### src/hw/rtl/dqr_pkg.sv
// Shared request, result and command types and codes for the reversible deque.
package dqr_pkg;

  // Request function codes
  localparam logic [2:0] FN_ADD_FRONT = 3'd0;
  localparam logic [2:0] FN_ADD_REAR  = 3'd1;
  localparam logic [2:0] FN_REM_FRONT = 3'd2;
  localparam logic [2:0] FN_REM_REAR  = 3'd3;
  localparam logic [2:0] FN_REVERSE   = 3'd4;

  // Result status codes
  localparam logic [1:0] ST_DONE  = 2'd0;
  localparam logic [1:0] ST_EMPTY = 2'd1;
  localparam logic [1:0] ST_FULL  = 2'd2;

  typedef struct packed {
    logic [2:0]         func;
    logic signed [31:0] value;
  } req_t;

  typedef struct packed {
    logic signed [31:0] value_res;
    logic [1:0]         status;
    logic [4:0]         count;
  } res_t;

  // Controller to datapath commands
  typedef struct packed {
    logic load;
    logic exec;
    logic respond;
  } cmd_t;

endpackage

### src/hw/rtl/dqr_ctrl.sv
// Request sequencer for the reversible deque: latch, execute, respond.
module dqr_ctrl (
  input  logic         clk,
  input  logic         rst,
  input  logic         start,
  output logic         busy,
  output dqr_pkg::cmd_t cmd
);
  import dqr_pkg::*;

  localparam logic [1:0] S_IDLE = 2'd0;
  localparam logic [1:0] S_EXEC = 2'd1;
  localparam logic [1:0] S_RESP = 2'd2;

  logic [1:0] state;
  logic [1:0] state_next;

  always_comb begin
    state_next = state;
    case (state)
      S_IDLE: begin
        if (start) state_next = S_EXEC;
      end
      S_EXEC:  state_next = S_RESP;
      S_RESP:  state_next = S_IDLE;
      default: state_next = S_IDLE;
    endcase
  end

  always_ff @(posedge clk) begin
    if (rst) state <= S_IDLE;
    else     state <= state_next;
  end

  assign busy        = (state != S_IDLE);
  assign cmd.load    = (state == S_IDLE) && start;
  assign cmd.exec    = (state == S_EXEC);
  assign cmd.respond = (state == S_RESP);

endmodule

### src/hw/rtl/dqr_datapath.sv
// Ring store, head and fill, direction flag and result formatting for the deque.
module dqr_datapath #(
  parameter int DEPTH     = 16,
  parameter int WORD_BITS = 32
) (
  input  logic          clk,
  input  logic          rst,
  input  dqr_pkg::cmd_t cmd,
  input  dqr_pkg::req_t req,
  output dqr_pkg::res_t res
);
  import dqr_pkg::*;

  localparam int AW = $clog2(DEPTH);
  localparam int CW = $clog2(DEPTH + 1);

  logic [WORD_BITS-1:0] mem [DEPTH];

  logic [2:0]                 func_q;
  logic signed [31:0]         value_q;
  logic [AW-1:0]              head;
  logic [CW-1:0]              fill;
  logic                       rev;
  logic signed [WORD_BITS-1:0] rd_data;
  logic                       rem_ok;
  logic [1:0]                 status_q;

  logic                 is_ins, is_rem, use_low, full, empty, ins_ok, rem_ok_now;
  logic [AW-1:0]        low_dec, high_put, high_take, head_inc, waddr, raddr;
  logic signed [63:0]   wval_wide;
  logic signed [63:0]   rval_wide;

  // Fold a sum below twice the depth back into the ring.
  function automatic logic [AW-1:0] ring_wrap(input logic [CW:0] s);
    logic [CW:0] lim;
    lim = (CW + 1)'(DEPTH);
    if (s >= lim) ring_wrap = AW'(s - lim);
    else          ring_wrap = AW'(s);
  endfunction

  always_comb begin
    is_ins     = (func_q == FN_ADD_FRONT) || (func_q == FN_ADD_REAR);
    is_rem     = (func_q == FN_REM_FRONT) || (func_q == FN_REM_REAR);
    use_low    = ((func_q == FN_ADD_FRONT) || (func_q == FN_REM_FRONT)) != rev;
    full       = (fill == CW'(DEPTH));
    empty      = (fill == '0);
    ins_ok     = is_ins && !full;
    rem_ok_now = is_rem && !empty;
    low_dec    = (head == '0) ? AW'(DEPTH - 1) : head - 1'b1;
    high_put   = ring_wrap((CW + 1)'(head) + (CW + 1)'(fill));
    high_take  = ring_wrap((CW + 1)'(head) + (CW + 1)'(fill) - 1'b1);
    head_inc   = ring_wrap((CW + 1)'(head) + 1'b1);
    waddr      = use_low ? low_dec : high_put;
    raddr      = use_low ? head : high_take;
    wval_wide  = 64'(value_q);
  end

  // Ring memory: a registered read per executed request, plus a write on insert.
  always_ff @(posedge clk) begin
    if (cmd.exec && ins_ok) mem[waddr] <= wval_wide[WORD_BITS-1:0];
    if (cmd.exec)           rd_data <= mem[raddr];
  end

  always_ff @(posedge clk) begin
    if (cmd.load) begin
      func_q  <= req.func;
      value_q <= req.value;
    end
    if (cmd.exec) begin
      rem_ok <= rem_ok_now;
      if (is_ins && full)       status_q <= ST_FULL;
      else if (is_rem && empty) status_q <= ST_EMPTY;
      else                      status_q <= ST_DONE;
    end
  end

  always_ff @(posedge clk) begin
    if (rst) begin
      head <= '0;
      fill <= '0;
      rev  <= 1'b0;
    end else if (cmd.exec) begin
      if (ins_ok) begin
        fill <= fill + 1'b1;
        if (use_low) head <= low_dec;
      end else if (rem_ok_now) begin
        fill <= fill - 1'b1;
        if (use_low) head <= head_inc;
      end else if (func_q == FN_REVERSE) begin
        rev <= ~rev;
      end
    end
  end

  always_comb begin
    rval_wide     = 64'(rd_data);
    res.value_res = rem_ok ? rval_wide[31:0] : 32'sd0;
    res.status    = status_q;
    res.count     = 5'(fill);
  end

endmodule

### src/hw/rtl/double_ended_queue_reversible_core.sv
// Top level of the bounded double-ended queue with constant-time reversal.
// A request is taken when start is high and busy is low; its single result
// appears on res for exactly one cycle, marked by strobe, in the respond state
// after the execute state, and the receiver cannot hold it off. Each request
// goes through the latch, execute and respond steps: the request is latched,
// the ring memory is accessed (a registered read on every request, used for a
// removal, plus a write for an insert) together with the pointer update, and
// the result is presented; busy is high during execute and respond. Insert at
// the front or rear, remove from the front or rear, or reverse: reverse only
// toggles a direction flag that swaps which end of the ring counts as the
// front, so no data moves. An insert into a full queue is dropped with status
// full; a removal from an empty queue returns zero with status empty. count is
// the number of stored words after the request (low five bits). Reset clears
// the head pointer, fill count and direction; the ring contents are not
// cleared, and words outside the occupied range never reach res.
module double_ended_queue_reversible_core #(
  parameter int DEPTH     = 16,
  parameter int WORD_BITS = 32
) (
  input  logic          clk,
  input  logic          rst,
  input  logic          start,
  output logic          busy,
  input  dqr_pkg::req_t req,
  output logic          strobe,
  output dqr_pkg::res_t res
);
  import dqr_pkg::*;

  cmd_t cmd;

  // Sequence each request through latch, execute and respond.
  dqr_ctrl u_ctrl (
    .clk   (clk),
    .rst   (rst),
    .start (start),
    .busy  (busy),
    .cmd   (cmd)
  );

  // Hold the ring, its head pointer and fill count, and the direction flag.
  dqr_datapath #(
    .DEPTH     (DEPTH),
    .WORD_BITS (WORD_BITS)
  ) u_dp (
    .clk (clk),
    .rst (rst),
    .cmd (cmd),
    .req (req),
    .res (res)
  );

  // Present the result for exactly the respond cycle.
  assign strobe = cmd.respond;

  // A taken request yields its strobe in the respond state after the execute state.
  a_result_latency: assert property (@(posedge clk) disable iff (rst)
    (start && !busy) |-> ##2 strobe)
    else $error("result not delivered two cycles after request");

  // The block frees up straight after a result.
  a_free_after_result: assert property (@(posedge clk) disable iff (rst)
    strobe |=> !busy)
    else $error("still busy after result");

  // A refused insert leaves the queue at full depth.
  a_full_count: assert property (@(posedge clk) disable iff (rst)
    (strobe && res.status == ST_FULL) |-> (res.count == 5'(DEPTH)))
    else $error("full status with count below depth");

  // Any non-done outcome carries a zero word.
  a_zero_on_fail: assert property (@(posedge clk) disable iff (rst)
    (strobe && res.status != ST_DONE) |-> (res.value_res == 32'sd0))
    else $error("non-zero word on failed request");

endmodule

### config.mk
export PLATFORM = sky130hd
export DESIGN_NAME = double_ended_queue_reversible_core
export DESIGN_NICKNAME = d
export VERILOG_FILES = /design/src/hw/rtl/dqr_pkg.sv /design/src/hw/rtl/dqr_ctrl.sv /design/src/hw/rtl/dqr_datapath.sv /design/src/hw/rtl/double_ended_queue_reversible_core.sv
export SDC_FILE = /design/constraint.sdc
export NUM_CORES = 1
export LEC_CHECK = 0
export ABC_CLOCK_PERIOD_IN_PS = 7280
export BUFFER_PORTS_ARGS = -buffer_cell sky130_fd_sc_hd__buf_4
export CAP_MARGIN = 20
export CORE_MARGIN = 2
export CORE_UTILIZATION = 41
export DETAILED_ROUTE_END_ITERATION = 7
export MAX_ROUTING_LAYER = met4
export PLACE_DENSITY = 0.54
export SLEW_MARGIN = 25
export SYNTH_ARGS = -nofsm -noshare
export SYNTH_HDL_FRONTEND = slang
export SYNTH_HIERARCHICAL = 1
export SYNTH_SLANG_ARGS = --single-unit
### constraint.sdc
create_clock -name clk -period 7.28 [get_ports clk]
set_input_delay 1.092 -clock clk [delete_from_list [all_inputs] [get_ports clk]]
set_output_delay 1.092 -clock clk [all_outputs]
set_load 0.02 [all_outputs]
==> flow_summary.json <==
{
  "status": "finished clean",
  "worst_pin_slew_ns": 1.100,
  "tritoncts": "built",
  "place_inst": 1778,
  "cap_violations": 0,
  "routabilityCongestion": 0.7217,
  "pwr-share-clk": 0.404,
  "numCtsBuffers": 60,
  "dr.pass1.iters": 5,
  "synth.distinct_cells": 54,
  "syn2layout_area_growth_pct": 15.97,
  "worstPathRequired_ns": 7.55,
  "finalCritPeriodShare": 0.5310,
  "rows": 86,
  "yosysSeqAreaShare": 0.7812,
  "synth_top_area_frac": 0.7706,
  "reg2reg_from": "u_dp/func_q[2]$_DFFE_PP_",
  "root_buffer": "clkbuf_16",
  "syn-mean-instance-area_um2": 22.23,
  "ant_nets": 0,
  "syn_area_mm2": 0.02268,
  "path_max_fanout": 19,
  "synth-seq-cells": 594,
  "fin_worst_skew_ns": 0.01990,
  "layout_commonest_cell": "edfxtp_1",
  "post_cts_resized": 0,
  "combPwrFrac": 0.087,
  "endpoint_kind": "flop",
  "critical_path.startpoint": "u_dp/func_q[2]$_DFFE_PP_",
  "irDropWorstVdd_mv": 0.1945,
  "slew_violations": 0,
  "grt_pass1_vias": 10900,
  "async_flop_share": 0,
  "dp_hpwl_um": 26070,
  "track_usage": 0.1921,
  "seq_area_mm2": 0.01772,
  "crit_slowest_cell": "xor2_1",
  "clk_latency_ns": 0.62,
  "start_util": 0.4132,
  "wl_per_cell_um": 27.49,
  "clock-sinks": 594,
  "overflow": 0,
  "final_hold_viol_count": 0,
  "power_switching_mw": 1.685,
  "crit_arrival_ns": 4.13,
  "swShare": 0.2208,
  "clk_pin_slew_worst_paths_ns": 0.06,
  "fillers": 4508,
  "slowest_delay_ns": 0.79,
  "multiInputGateArea_mm2": 0.004857,
  "tns_ns": 0,
  "setup_viol": 0,
  "fp.dieArea_mm2": 0.05721,
  "p_leak_nw": 8.394,
  "rsz0062_at_grt": "false",
  "worstHoldPathType": "flop to flop",
  "nets": 1184,
  "r2r_cells": 6,
  "vias": 10560,
  "worstHoldStart": "u_ctrl/state[0]$_SDFFE_PP0P_",
  "h-tree-depth": 2,
  "synth_area_leaders": "edfxtp_1, mux4_2, a221o_1, a22o_1, dfxtp_1",
  "drc": 0,
  "fin_cells": 1889,
  "worstSetupPathType": "flop to flop",
  "synth_edf_count": 582,
  "yosysWarnings": 6,
  "num_io_pins": 79,
  "holdWs_ns": 0.5393,
  "worst_setup_path_start_kind": "flop",
  "io_buffers": 78,
  "powerDensity_mw_per_mm2": 290.1,
  "fmax_ghz": 0.2587,
  "min_path_cells": 1,
  "vias_per_cell": 5.590,
  "wirelength_um": 51930,
  "core_area_mm2": 0.05488,
  "fin_crit_ns": 3.866,
  "cts_hold_buf": 0,
  "p_int_mw": 5.945,
  "antenna_found_initial": 2,
  "relSlewSlack": 0.2664,
  "layout_common_cells": "edfxtp_1, mux4_2, buf_4",
  "yosys.area.top_type": "edfxtp_1",
  "grt_max_degree": 129,
  "dieWidth_um": 239.2,
  "drive_gt1_frac": 0.3024,
  "synthCells": 1020,
  "utilization": 0.4793,
  "crit_chain": "nor2_2 -> xor2_1 -> mux2i_1 -> nand4_1 -> nor2_4 -> buf_4",
  "dieHeight_um": 239.2,
  "synth_nets": 1067,
  "grt_pass1_wl_um": 76260,
  "ctsLongestPathBuffers": 3,
  "cts_setup_buffers": 0,
  "power.share.sequential": 0.509,
  "drt_iter0_markers": 998,
  "synth_ff_type": "edfxtp_1"
}
[power by group through the flow]
stage / combinational [mW] / clock [mW] / sequential [mW]
3_5_place_dp: 0.677 / 0 / 3.96
6_report: 0.664 / 3.08 / 3.88
2_1_floorplan: 0.470 / 0 / 3.93
4_1_cts: 0.678 / 3.15 / 3.89
5_1_grt: 0.714 / 3.29 / 3.89
3_3_place_gp: 0.674 / 0 / 3.96
[area by class of cell]
type                            count  area share
Multi-Input combinational cell    363      0.1847
Clock buffer                       70     0.05932
Clock inverter                     39     0.01508
Tap cell                          704     0.03349
Inverter                           10    0.001427
Sequential cell                   594      0.6736
Timing Repair Buffer              108     0.03226
Antenna cell                        1  0.00009515
[worst max-delay path: cells and delay by family (launching register included)]
kind,cells,cell delay (ns)
simple gates,3,1.44
xor+xnor,1,0.79
flops,1,0.48
buf+inv,1,0.47
mux,1,0.32
[final timing paths]
path / slack [ns] / end
worst max-delay path: 3.41 / u_dp/mem[6][16]$_DFFE_PP_
worst min-delay path: 0.54 / u_ctrl/state[0]$_SDFFE_PP0P_
worst max register to register: 3.41 / u_dp/mem[6][16]$_DFFE_PP_
worst min register to register: 0.54 / u_ctrl/state[0]$_SDFFE_PP0P_
[cell families after synthesis]
logic type,Yosys count,synth area share
buffers and inverters,63,0.01335
muxes,135,0.1304
adders and majority gates,9,0.005297
DFF,594,0.7812
AOI/OAI and AO/OA,99,0.03702
xor gates and xnor gates,17,0.008662
and+or+nand+nor,103,0.02406
[sequential cells by signal (all words and copies together), names as in the netlist]
register	cells
u_dp/rd_data	32
u_dp/func_q	3
u_dp/value_q	32
u_dp/head	4
u_ctrl/state	2
u_dp/mem	512
u_dp/rev	1
u_dp/status_q	2
u_dp/rem_ok	1
u_dp/fill	5
[metal layers]
| metal | share of wire | vias up | GRT usage |
|---|---|---|---|
| met1 | 0.45 | 5681 | 0.2661 |
| met4 | 0.021 | 0 | 0.04867 |
| li1 | - | 4543 | - |
| met5 | 0 | - | - |
| met2 | 0.49 | 252 | 0.3019 |
| met3 | 0.045 | 84 | 0.02858 |
[cells in the mapped netlist (2+ instances only)]
library cell  count
buf_6             5
nand2b_1          4
xnor2_1           8
nand4_1           4
nor2_1           30
and2_1           32
a221o_1          32
a21oi_1          10
mux2i_1           4
ha_1              8
buf_4             5
clkbuf_1         30
xor2_1            6
o31ai_1           4
o21ai_0           5
nor3_1            5
buf_2             8
a22o_1           32
mux2_2            3
mux4_2          128
dfxtp_1          12
a32oi_1           3
buf_1             5
edfxtp_1        582
inv_1            10
a211oi_1          2
nor3b_1           3
nand2_1          14
[through the flow]
step	setup WS (ns)	total power [mW]	instance area (um2)
after floorplan	3.128	4.401	22680
after global placement	3.411	4.629	24310
after detailed placement	3.383	4.636	24330
after CTS	3.356	7.719	26290
after global routing	3.199	7.893	26300
final	3.414	7.630	26300
Power figures use the tool's default switching activity.
